===== src/rtl/hpst_pkg.sv =====
`timescale 1ns / 1ps
// ----------------------------------------------------------------------------
// hpst_pkg: shared types and codes of the host power state tracker
// Holds the power state, context, event and transition codes, register
// indexes and reset values, and the structs passed between the modules.
// ----------------------------------------------------------------------------
package hpst_pkg;

    localparam int TimeWidth  = 32;
    localparam int CountWidth = 32;

    // power states
    localparam logic [1:0] ST_OFF  = 2'd0;
    localparam logic [1:0] ST_BOOT = 2'd1;
    localparam logic [1:0] ST_RUN  = 2'd2;
    localparam logic [1:0] ST_SHUT = 2'd3;

    // context codes
    localparam logic [2:0] CX_NONE     = 3'd0;
    localparam logic [2:0] CX_BOOTING  = 3'd1;
    localparam logic [2:0] CX_BOOTDONE = 3'd2;
    localparam logic [2:0] CX_SHUT     = 3'd3;
    localparam logic [2:0] CX_OFF      = 3'd4;
    localparam logic [2:0] CX_RUN      = 3'd5;
    localparam logic [2:0] CX_WAIT     = 3'd6;

    // event kinds
    localparam logic [1:0] OP_STATS = 2'd0;
    localparam logic [1:0] OP_LOG   = 2'd1;
    localparam logic [1:0] OP_TRANS = 2'd2;
    localparam logic [1:0] OP_TICK  = 2'd3;

    // transition codes
    localparam logic [2:0] TR_BOOT_START = 3'd1;
    localparam logic [2:0] TR_BOOT_DONE  = 3'd2;
    localparam logic [2:0] TR_SHUTDOWN   = 3'd3;
    localparam logic [2:0] TR_POWEROFF   = 3'd4;

    // configuration register indexes
    localparam logic [1:0] REG_STATS_STALE   = 2'd0;
    localparam logic [1:0] REG_LOG_WINDOW    = 2'd1;
    localparam logic [1:0] REG_SHUTDOWN_QUIET = 2'd2;

    localparam logic [TimeWidth-1:0] STATS_STALE_RESET    = 32'd5000;
    localparam logic [TimeWidth-1:0] LOG_WINDOW_RESET     = 32'd5000;
    localparam logic [TimeWidth-1:0] SHUTDOWN_QUIET_RESET = 32'd10000;

    typedef struct packed {
        logic [TimeWidth-1:0] stats_stale;
        logic [TimeWidth-1:0] log_window;
        logic [TimeWidth-1:0] shutdown_quiet;
    } hpst_cfg_t;

    typedef struct packed {
        logic [1:0]            power_state;
        logic [TimeWidth-1:0]  stats_time;
        logic [TimeWidth-1:0]  log_time;
        logic [TimeWidth-1:0]  boot_start_time;
        logic [TimeWidth-1:0]  boot_done_time;
        logic [TimeWidth-1:0]  shutdown_time;
        logic [TimeWidth-1:0]  poweroff_time;
        logic                  boot_done_flag;
        logic [CountWidth-1:0] reject_count;
    } hpst_state_t;

    typedef struct packed {
        logic       state_changed;
        logic [2:0] context_code;
        logic       rejected;
    } hpst_result_t;

endpackage


===== src/rtl/hpst_eval.sv =====
`timescale 1ns / 1ps
// ----------------------------------------------------------------------------
// hpst_eval: single-event evaluation logic
// Applies one event to the tracker state: records evidence, re-evaluates the
// power state from recent evidence and produces the next state and result.
// ----------------------------------------------------------------------------
module hpst_eval (
    input  hpst_pkg::hpst_cfg_t              cfg,
    input  hpst_pkg::hpst_state_t            cur,
    input  logic [1:0]                       op,
    input  logic [hpst_pkg::TimeWidth-1:0]   time_ms,
    input  logic [2:0]                       transition_code,
    output hpst_pkg::hpst_state_t            nxt,
    output hpst_pkg::hpst_result_t           res
);

    hpst_pkg::hpst_state_t            ev;
    logic                             code_ok;
    logic [hpst_pkg::TimeWidth-1:0]   stats_age;
    logic [hpst_pkg::TimeWidth-1:0]   log_age;
    logic [hpst_pkg::TimeWidth-1:0]   latest;
    logic [hpst_pkg::TimeWidth-1:0]   latest_age;
    logic                             stats_recent;
    logic                             log_recent;
    logic                             shut_active;
    logic                             shut_quiet;
    logic [2:0]                       boot_ctx;
    logic [1:0]                       eval_state;
    logic [2:0]                       eval_ctx;

    assign code_ok = transition_code inside {[hpst_pkg::TR_BOOT_START:hpst_pkg::TR_POWEROFF]};

    // record the evidence carried by this event
    always_comb begin
        ev = cur;
        case (op)
            hpst_pkg::OP_STATS: begin
                ev.stats_time = time_ms;
            end
            hpst_pkg::OP_LOG: begin
                ev.log_time = time_ms;
            end
            hpst_pkg::OP_TRANS: begin
                if (code_ok) begin
                    ev.log_time = time_ms;
                    case (transition_code)
                        hpst_pkg::TR_BOOT_START: begin
                            ev.boot_start_time = time_ms;
                            ev.boot_done_flag  = 1'b0;
                        end
                        hpst_pkg::TR_BOOT_DONE: begin
                            ev.boot_done_time = time_ms;
                            ev.boot_done_flag = 1'b1;
                        end
                        hpst_pkg::TR_SHUTDOWN: begin
                            ev.shutdown_time  = time_ms;
                            ev.boot_done_flag = 1'b0;
                        end
                        default: begin
                            ev.poweroff_time  = time_ms;
                            ev.boot_done_flag = 1'b0;
                        end
                    endcase
                end
            end
            default: begin
            end
        endcase
    end

    assign stats_age  = time_ms - ev.stats_time;
    assign log_age    = time_ms - ev.log_time;
    assign latest     = (ev.shutdown_time > ev.poweroff_time) ? ev.shutdown_time
                                                               : ev.poweroff_time;
    assign latest_age = time_ms - latest;

    assign stats_recent = (ev.stats_time != '0) && (stats_age < cfg.stats_stale);
    assign log_recent   = (ev.log_time != '0) && (log_age < cfg.log_window);
    assign shut_active  = (latest != '0) && (latest_age < cfg.log_window) &&
                          (latest >= ev.boot_start_time);
    assign shut_quiet   = (latest != '0) && (latest_age < cfg.shutdown_quiet);
    assign boot_ctx     = ((ev.boot_done_time != '0) &&
                           (ev.boot_done_time >= ev.boot_start_time))
                          ? hpst_pkg::CX_BOOTDONE : hpst_pkg::CX_BOOTING;

    // pick the next power state from the evidence
    always_comb begin
        eval_state = hpst_pkg::ST_OFF;
        eval_ctx   = hpst_pkg::CX_OFF;
        case (cur.power_state)
            hpst_pkg::ST_SHUT: begin
                if (stats_recent && (ev.stats_time > latest)) begin
                    eval_state = hpst_pkg::ST_RUN;
                    eval_ctx   = hpst_pkg::CX_RUN;
                end else if (log_recent || shut_quiet) begin
                    eval_state = hpst_pkg::ST_SHUT;
                    eval_ctx   = hpst_pkg::CX_SHUT;
                end
            end
            hpst_pkg::ST_RUN: begin
                if (shut_active) begin
                    eval_state = hpst_pkg::ST_SHUT;
                    eval_ctx   = hpst_pkg::CX_SHUT;
                end else if (stats_recent || log_recent) begin
                    eval_state = hpst_pkg::ST_RUN;
                    eval_ctx   = hpst_pkg::CX_RUN;
                end
            end
            hpst_pkg::ST_BOOT: begin
                if (stats_recent) begin
                    eval_state = hpst_pkg::ST_RUN;
                    eval_ctx   = hpst_pkg::CX_RUN;
                end else begin
                    eval_state = hpst_pkg::ST_BOOT;
                    eval_ctx   = boot_ctx;
                end
            end
            default: begin
                if (stats_recent) begin
                    eval_state = hpst_pkg::ST_RUN;
                    eval_ctx   = hpst_pkg::CX_RUN;
                end else if (log_recent && !shut_active) begin
                    eval_state = hpst_pkg::ST_BOOT;
                    eval_ctx   = boot_ctx;
                end
            end
        endcase
    end

    // apply state entry side effects and the per-event follow-ups
    always_comb begin
        nxt = ev;
        res.state_changed = 1'b0;
        res.context_code  = hpst_pkg::CX_NONE;
        res.rejected      = 1'b0;
        if ((op == hpst_pkg::OP_TRANS) && !code_ok) begin
            nxt = cur;
            nxt.reject_count = cur.reject_count + {{(hpst_pkg::CountWidth-1){1'b0}}, 1'b1};
            res.rejected     = 1'b1;
        end else begin
            res.context_code = eval_ctx;
            nxt.power_state  = eval_state;
            if (eval_state != cur.power_state) begin
                res.state_changed = 1'b1;
                if (eval_state != hpst_pkg::ST_RUN) begin
                    nxt.stats_time = '0;
                end
                if ((eval_state == hpst_pkg::ST_OFF) || (eval_state == hpst_pkg::ST_SHUT)) begin
                    nxt.boot_done_flag = 1'b0;
                end
                if (eval_state == hpst_pkg::ST_OFF) begin
                    nxt.log_time        = '0;
                    nxt.boot_start_time = '0;
                    nxt.boot_done_time  = '0;
                    nxt.shutdown_time   = '0;
                    nxt.poweroff_time   = '0;
                end
            end
            if ((op == hpst_pkg::OP_STATS) && (eval_state == hpst_pkg::ST_RUN)) begin
                nxt.boot_done_flag = 1'b0;
            end
            // expire stale stats on a tick while running
            if ((op == hpst_pkg::OP_TICK) && (eval_state == hpst_pkg::ST_RUN) &&
                (ev.stats_time != '0) && (stats_age >= cfg.stats_stale)) begin
                nxt.stats_time   = '0;
                res.context_code = hpst_pkg::CX_WAIT;
            end
        end
    end

endmodule


===== src/rtl/host_power_state_tracker_unit.sv =====
`timescale 1ns / 1ps
// ----------------------------------------------------------------------------
// host_power_state_tracker_unit: host power state inference from events
// Infers off / booting / running / shutting down from timestamped evidence.
// ----------------------------------------------------------------------------
// Usage:
//   Input stream s_*: one event per transaction; s_tuser carries the event
//   kind, s_tdata the timestamp and transition code. Result stream m_*: one
//   result per event, in order. Configuration channel cfg_*: write the three
//   window registers by index; writes are always taken (cfg_ready is high)
//   and are meant to happen only while no event is in flight.
//   An accepted event is held in the input register, evaluated out of it and
//   its result is registered in the result register that drives m_*.
//   Throughput: one event per cycle while the result register is free or
//   m_tready is high; the state update of one event is combinational
//   subtract/compare logic feeding the state registers.
//   Stall: while m_tready is low the result holds; one more event waits in
//   the input register, after which s_tready drops until the result moves.
//   Reset (aresetn low, synchronous): state off, all timestamps and the
//   reject count cleared, windows back to 5000 / 5000 / 10000 ms.
// ----------------------------------------------------------------------------
module host_power_state_tracker_unit (
    input  logic        aclk,
    input  logic        aresetn,
    input  logic        s_tvalid,
    output logic        s_tready,
    input  logic [39:0] s_tdata,   // [31:0] time_ms, [34:32] transition_code
    input  logic [1:0]  s_tuser,   // [1:0] op
    output logic        m_tvalid,
    input  logic        m_tready,
    output logic [39:0] m_tdata,   // [1:0] power_state, [2] state_changed,
                                   // [5:3] context_code, [6] boot_pending,
                                   // [7] transition_rejected, [39:8] rejected_total
    input  logic        cfg_valid,
    output logic        cfg_ready,
    input  logic [1:0]  cfg_index,
    input  logic [31:0] cfg_data
);

    hpst_pkg::hpst_cfg_t              cfg_reg;
    hpst_pkg::hpst_state_t            state_reg;
    hpst_pkg::hpst_state_t            state_next;
    hpst_pkg::hpst_result_t           res;
    logic                             in_valid_reg;
    logic [1:0]                       in_op_reg;
    logic [hpst_pkg::TimeWidth-1:0]   in_time_reg;
    logic [2:0]                       in_code_reg;
    logic                             out_valid_reg;
    logic [39:0]                      out_data_reg;
    logic                             s_accept;
    logic                             advance;

    assign cfg_ready = 1'b1;
    assign advance   = in_valid_reg && (!out_valid_reg || m_tready);
    assign s_tready  = !in_valid_reg || advance;
    assign s_accept  = s_tvalid && s_tready;
    assign m_tvalid  = out_valid_reg;
    assign m_tdata   = out_data_reg;

    hpst_eval u_eval (
        .cfg             (cfg_reg),
        .cur             (state_reg),
        .op              (in_op_reg),
        .time_ms         (in_time_reg),
        .transition_code (in_code_reg),
        .nxt             (state_next),
        .res             (res)
    );

    always_ff @(posedge aclk) begin
        if (!aresetn) begin
            cfg_reg.stats_stale    <= hpst_pkg::STATS_STALE_RESET;
            cfg_reg.log_window     <= hpst_pkg::LOG_WINDOW_RESET;
            cfg_reg.shutdown_quiet <= hpst_pkg::SHUTDOWN_QUIET_RESET;
        end else if (cfg_valid && cfg_ready) begin
            case (cfg_index)
                hpst_pkg::REG_STATS_STALE:    cfg_reg.stats_stale    <= cfg_data;
                hpst_pkg::REG_LOG_WINDOW:     cfg_reg.log_window     <= cfg_data;
                hpst_pkg::REG_SHUTDOWN_QUIET: cfg_reg.shutdown_quiet <= cfg_data;
                default: begin
                end
            endcase
        end
    end

    // input register
    always_ff @(posedge aclk) begin
        if (!aresetn) begin
            in_valid_reg <= 1'b0;
        end else if (s_accept) begin
            in_valid_reg <= 1'b1;
        end else if (advance) begin
            in_valid_reg <= 1'b0;
        end
    end

    always_ff @(posedge aclk) begin
        if (s_accept) begin
            in_op_reg   <= s_tuser;
            in_time_reg <= s_tdata[31:0];
            in_code_reg <= s_tdata[34:32];
        end
    end

    // tracker state advances once per evaluated event
    always_ff @(posedge aclk) begin
        if (!aresetn) begin
            state_reg <= '0;
        end else if (advance) begin
            state_reg <= state_next;
        end
    end

    // result register: hold while the receiver stalls
    always_ff @(posedge aclk) begin
        if (!aresetn) begin
            out_valid_reg <= 1'b0;
        end else if (advance) begin
            out_valid_reg <= 1'b1;
        end else if (m_tready) begin
            out_valid_reg <= 1'b0;
        end
    end

    always_ff @(posedge aclk) begin
        if (advance) begin
            out_data_reg <= {state_next.reject_count, res.rejected,
                             state_next.boot_done_flag, res.context_code,
                             res.state_changed, state_next.power_state};
        end
    end

    // the reject count moves only on a rejected transition
    assert property (@(posedge aclk) disable iff (!aresetn)
        (advance && !res.rejected) |=> $stable(state_reg.reject_count))
        else $error("reject count changed without a rejected transition");

    // entering off leaves no evidence behind
    assert property (@(posedge aclk) disable iff (!aresetn)
        (advance && res.state_changed && (state_next.power_state == hpst_pkg::ST_OFF))
        |=> ((state_reg.log_time == '0) && (state_reg.stats_time == '0) &&
             (state_reg.shutdown_time == '0) && (state_reg.poweroff_time == '0) &&
             (state_reg.boot_start_time == '0) && (state_reg.boot_done_time == '0)))
        else $error("timestamps not cleared on entering off");

    // a rejected transition never changes the power state
    assert property (@(posedge aclk) disable iff (!aresetn)
        (advance && res.rejected) |=> $stable(state_reg.power_state))
        else $error("rejected transition changed the power state");

endmodule


===== config.mk =====
export PLATFORM = sky130hd
export DESIGN_NAME = host_power_state_tracker_unit
export DESIGN_NICKNAME = d
export VERILOG_FILES = /design/src/rtl/hpst_pkg.sv /design/src/rtl/hpst_eval.sv /design/src/rtl/host_power_state_tracker_unit.sv
export SDC_FILE = /design/constraint.sdc
export NUM_CORES = 2
export LEC_CHECK = 0
export ABC_AREA = 1
export BUFFER_PORTS_ARGS = -buffer_cell sky130_fd_sc_hd__buf_2
export CORE_MARGIN = 4
export CORE_UTILIZATION = 25
export DETAILED_ROUTE_END_ITERATION = 16
export PLACE_DENSITY = 0.43
export SLEW_MARGIN = 20
export SYNTH_ARGS = -nofsm -noshare
export SYNTH_HDL_FRONTEND = slang
export SYNTH_SLANG_ARGS = --single-unit
export TNS_END_PERCENT = 30

===== constraint.sdc =====
create_clock -name aclk -period 8.1 [get_ports aclk]
set_clock_uncertainty 0.2 [all_clocks]
set_input_delay 1.62 -clock aclk [delete_from_list [all_inputs] [get_ports aclk]]
set_output_delay 1.62 -clock aclk [all_outputs]
set_load 0.01 [all_outputs]

==> impl_metrics.py <==
metrics = {
    "run_status": {
        "outcome": "finished clean",
    },
    "layout": {
        "largest_reg_flops": 227,
        "fillers": 12080,
        "drive_above_1_share": 0.2416,
        "final_cell_mix": "nand2_1, a21oi_1, inv_1",
        "syn_to_final_growth_pct": 36.74,
        "post-route-util": 0.3458,
        "final_net_count": 5041,
        "layout_commonest_cell": "nand2_1",
        "n_antenna_cell": 0,
    },
    "detailed_routing": {
        "antenna_left": 0,
        "drt-met1-wl_um": 51890,
        "top_layer_used": "met5",
        "via_per_inst": 4.681,
        "met2WireLength_um": 51700,
        "firstDrtPassIters": 6,
        "drt-total-wl_um": 111700,
        "wire_per_inst_um": 18.17,
        "num_vias": 28780,
        "route.detailed.drc": 0,
        "wl_met3_um": 4891,
        "drt_first_iter_violations": 1944,
    },
    "synth": {
        "synth_edf_count": 77,
        "synth_flop_cell": "dfxtp_1",
        "synthesis.area_um2": 28600,
        "yosysSeqAreaShare": 0.3083,
        "ys.warnings.count": 0,
        "async_reset_ff_frac": 0,
        "synth_cell_types": 57,
        "ys_ff_latch": 402,
        "syn_inst": 4046,
        "synth_top_cell_by_area": "dfxtp_1",
        "yosysTopAreaCellShare": 0.2275,
        "yosys-top-cells-area": "dfxtp_1, ha_1, a21oi_1",
        "synth_nets": 4482,
        "syn_avg_cell_area_um2": 7.070,
    },
    "hold_path": {
        "whs_endpoint": "cfg_reg[14]",
        "min_path_type": "register to register",
        "min_path_cells": 2,
        "min_from": "cfg_reg[14]",
    },
    "clock_tree": {
        "cts-buffers-inserted": 53,
        "clk_pin_slew_worst_paths_ns": 0.06,
        "tritoncts": "built",
        "cts_buffer_depth": 3,
        "root_buffer": "clkbuf_16",
        "clk_latency_ns": 0.67,
        "cts_sinks": 402,
        "h-tree-depth": 2,
    },
    "placed_design": {
        "place_hpwl_um": 80880,
        "place.gp.congestion": 0.8779,
        "pre_cts_slack_ns": -0.5114,
        "portBuffers": 117,
    },
    "floorplanning": {
        "die_y_um": 346.3,
        "floorplan.initialDensity": 0.2529,
        "core_area_um2": 113100,
        "ios": 124,
        "num_rows": 123,
        "design.die.area_um2": 119900,
        "die_w_um": 346.3,
    },
    "timing": {
        "setup_viol": 0,
        "drv_slew": 0,
        "fin_crit_sh": 0.9647,
        "slew_headroom": 0.3011,
        "setup_tns_ns": 0,
        "worstMarginPinSlew_ns": 1.048,
        "setup_ws_ns": 0.2862,
        "fmax_ghz": 0.1280,
        "period_needed_ns": 7.814,
        "hold_violations": 0,
        "rsz0062_at_grt": "yes",
    },
    "power_and_ir_drop": {
        "p_per_area_nw_per_um2": 285.3,
        "peakVddDrop_uv": 184.9,
        "netSwitchingFraction": 0.4119,
        "seq_power_share": 0.196,
        "leakage_nw": 17.46,
        "switching_power_mw": 4.597,
        "total_power_mw": 11.16,
        "p_int_mw": 6.562,
        "pwr-share-comb": 0.572,
        "clkPwrFrac": 0.232,
    },
    "worst_setup_path": {
        "crit_path_max_fanout": 9,
        "crit_arrival_ns": 8.18,
        "r2r_start": "in_op_reg[0]",
        "cp_slowest_cell": "edfxtp_1",
        "regToRegSetupSlack_ns": 0.29,
        "required_ns": 8.47,
        "r2r-end": "state_reg[73]",
        "cp_top_family": "simple AND/OR/NAND/NOR gates",
        "rr_worst_depth": 48,
        "cp_common_cell": "buf_4",
        "endpoint_kind": "register",
        "crit_path_max_incr_delay_ns": 0.41,
        "path_class": "register to register",
        "cp-start-kind": "register",
        "crit_start": "in_op_reg[0]",
        "critical_path_buf_inv_count": 14,
    },
    "global_routing": {
        "grt_util_all_layers": 0.1748,
        "grt_start_max_net_pins": 115,
        "grt_pass1_vias": 27120,
        "grt_overflow": 0,
        "antenna_found_initial": 1,
        "grt_pass1_wl_um": 164800,
    },
    "job": {
        "drv_cap": 0,
    },
}
-- cells in the mapped netlist, types with 23 or more instances --
master / instances
nand2_1: 756
a21oi_1: 582
inv_1: 533
ha_1: 352
dfxtp_1: 325
o21ai_0: 324
nor2_1: 269
nand3_1: 253
clkbuf_1: 129
xor2_1: 100
edfxtp_1: 77
nand4_1: 50
nor3_1: 33
o211ai_1: 28
buf_2: 25
xnor2_1: 23
-- routing by layer --
metal | vias to the layer above | GRT usage
li1 | 14700 | -
met4 | 2 | 0.04348
met2 | 511 | 0.2928
met1 | 13430 | 0.2402
met5 | - | 0
met3 | 137 | 0.01920
-- worst max path at each step --
stage,cells past startpoint,slack [ns],end
floorplan,45,0.94,m_tdata[5]
global placement,51,-0.50,m_tdata[4]
detailed placement,52,-0.51,m_tdata[4]
CTS,57,-0.04,state_reg[72]
global route,51,-0.10,state_reg[199]
finish,48,0.29,state_reg[73]
-- per-stage QoR --
step                std cells  instance area, um2  hold slack, ns
floorplan                4046               28600          0.2353
global placement         5989               34370          0.2510
detailed placement       5989               34370          0.2546
CTS                      6111               37200          0.2646
global route             6148               39120          0.2756
finish                   6148               39120          0.2611
-- worst reg2reg max path: cells and delay by family, from the launching register on --
family / cells / cell delay [ns]
XOR/XNOR: 1 / 0.21
flip-flops: 1 / 0.41
AO/OA/AOI/OAI: 10 / 1.38
adder cells (fa/ha/maj): 5 / 1.24
AND/OR/NAND/NOR: 18 / 2.27
buffers and inverters: 14 / 2.03
-- cell type report --
type / count / area, um2 / area share
tap: 1500 / 1877 / 0.04798
inverter: 539 / 2037 / 0.05208
clock inverter: 29 / 404.1 / 0.01033
sequential: 402 / 8818 / 0.2254
clock buffer: 69 / 1488 / 0.03803
timing repair buffer: 685 / 5613 / 0.1435
multi-input combinational: 2924 / 18880 / 0.4826
-- power by group through the flow --
stage                     Sequential (mW)  Clock (mW)  Combinational, mW
after detailed placement             2.23           0               5.32
after floorplan                      2.22           0               2.86
after global placement               2.23           0               5.28
after global routing                 2.20        2.75               7.05
after CTS                            2.19        2.68               5.81
final                                2.19        2.59               6.38
-- logic make-up after synthesis --
group | count (synthesis) | share of synthesized area
AOI/OAI and AO/OA | 1047 | 0.1945
buffers and inverters | 721 | 0.09807
and+or+nand+nor | 1396 | 0.2047
adders and majority gates | 355 | 0.1561
xor gates and xnor gates | 124 | 0.03823
DFF | 402 | 0.3083
other | 1 | 0.0001311
-- repair_timing --
| action | 4_1_cts | 5_1_grt |
|---|---|---|
| buffers inserted | 18 | 27 |
| setup endpoints to repair | 197 | 201 |
| pin swaps | 27 | 89 |
| gates resized for setup | 122 | 368 |
| hold buffers | 0 | 0 |
| gates cloned | 8 | 14 |
Power figures use the tool's default switching activity.
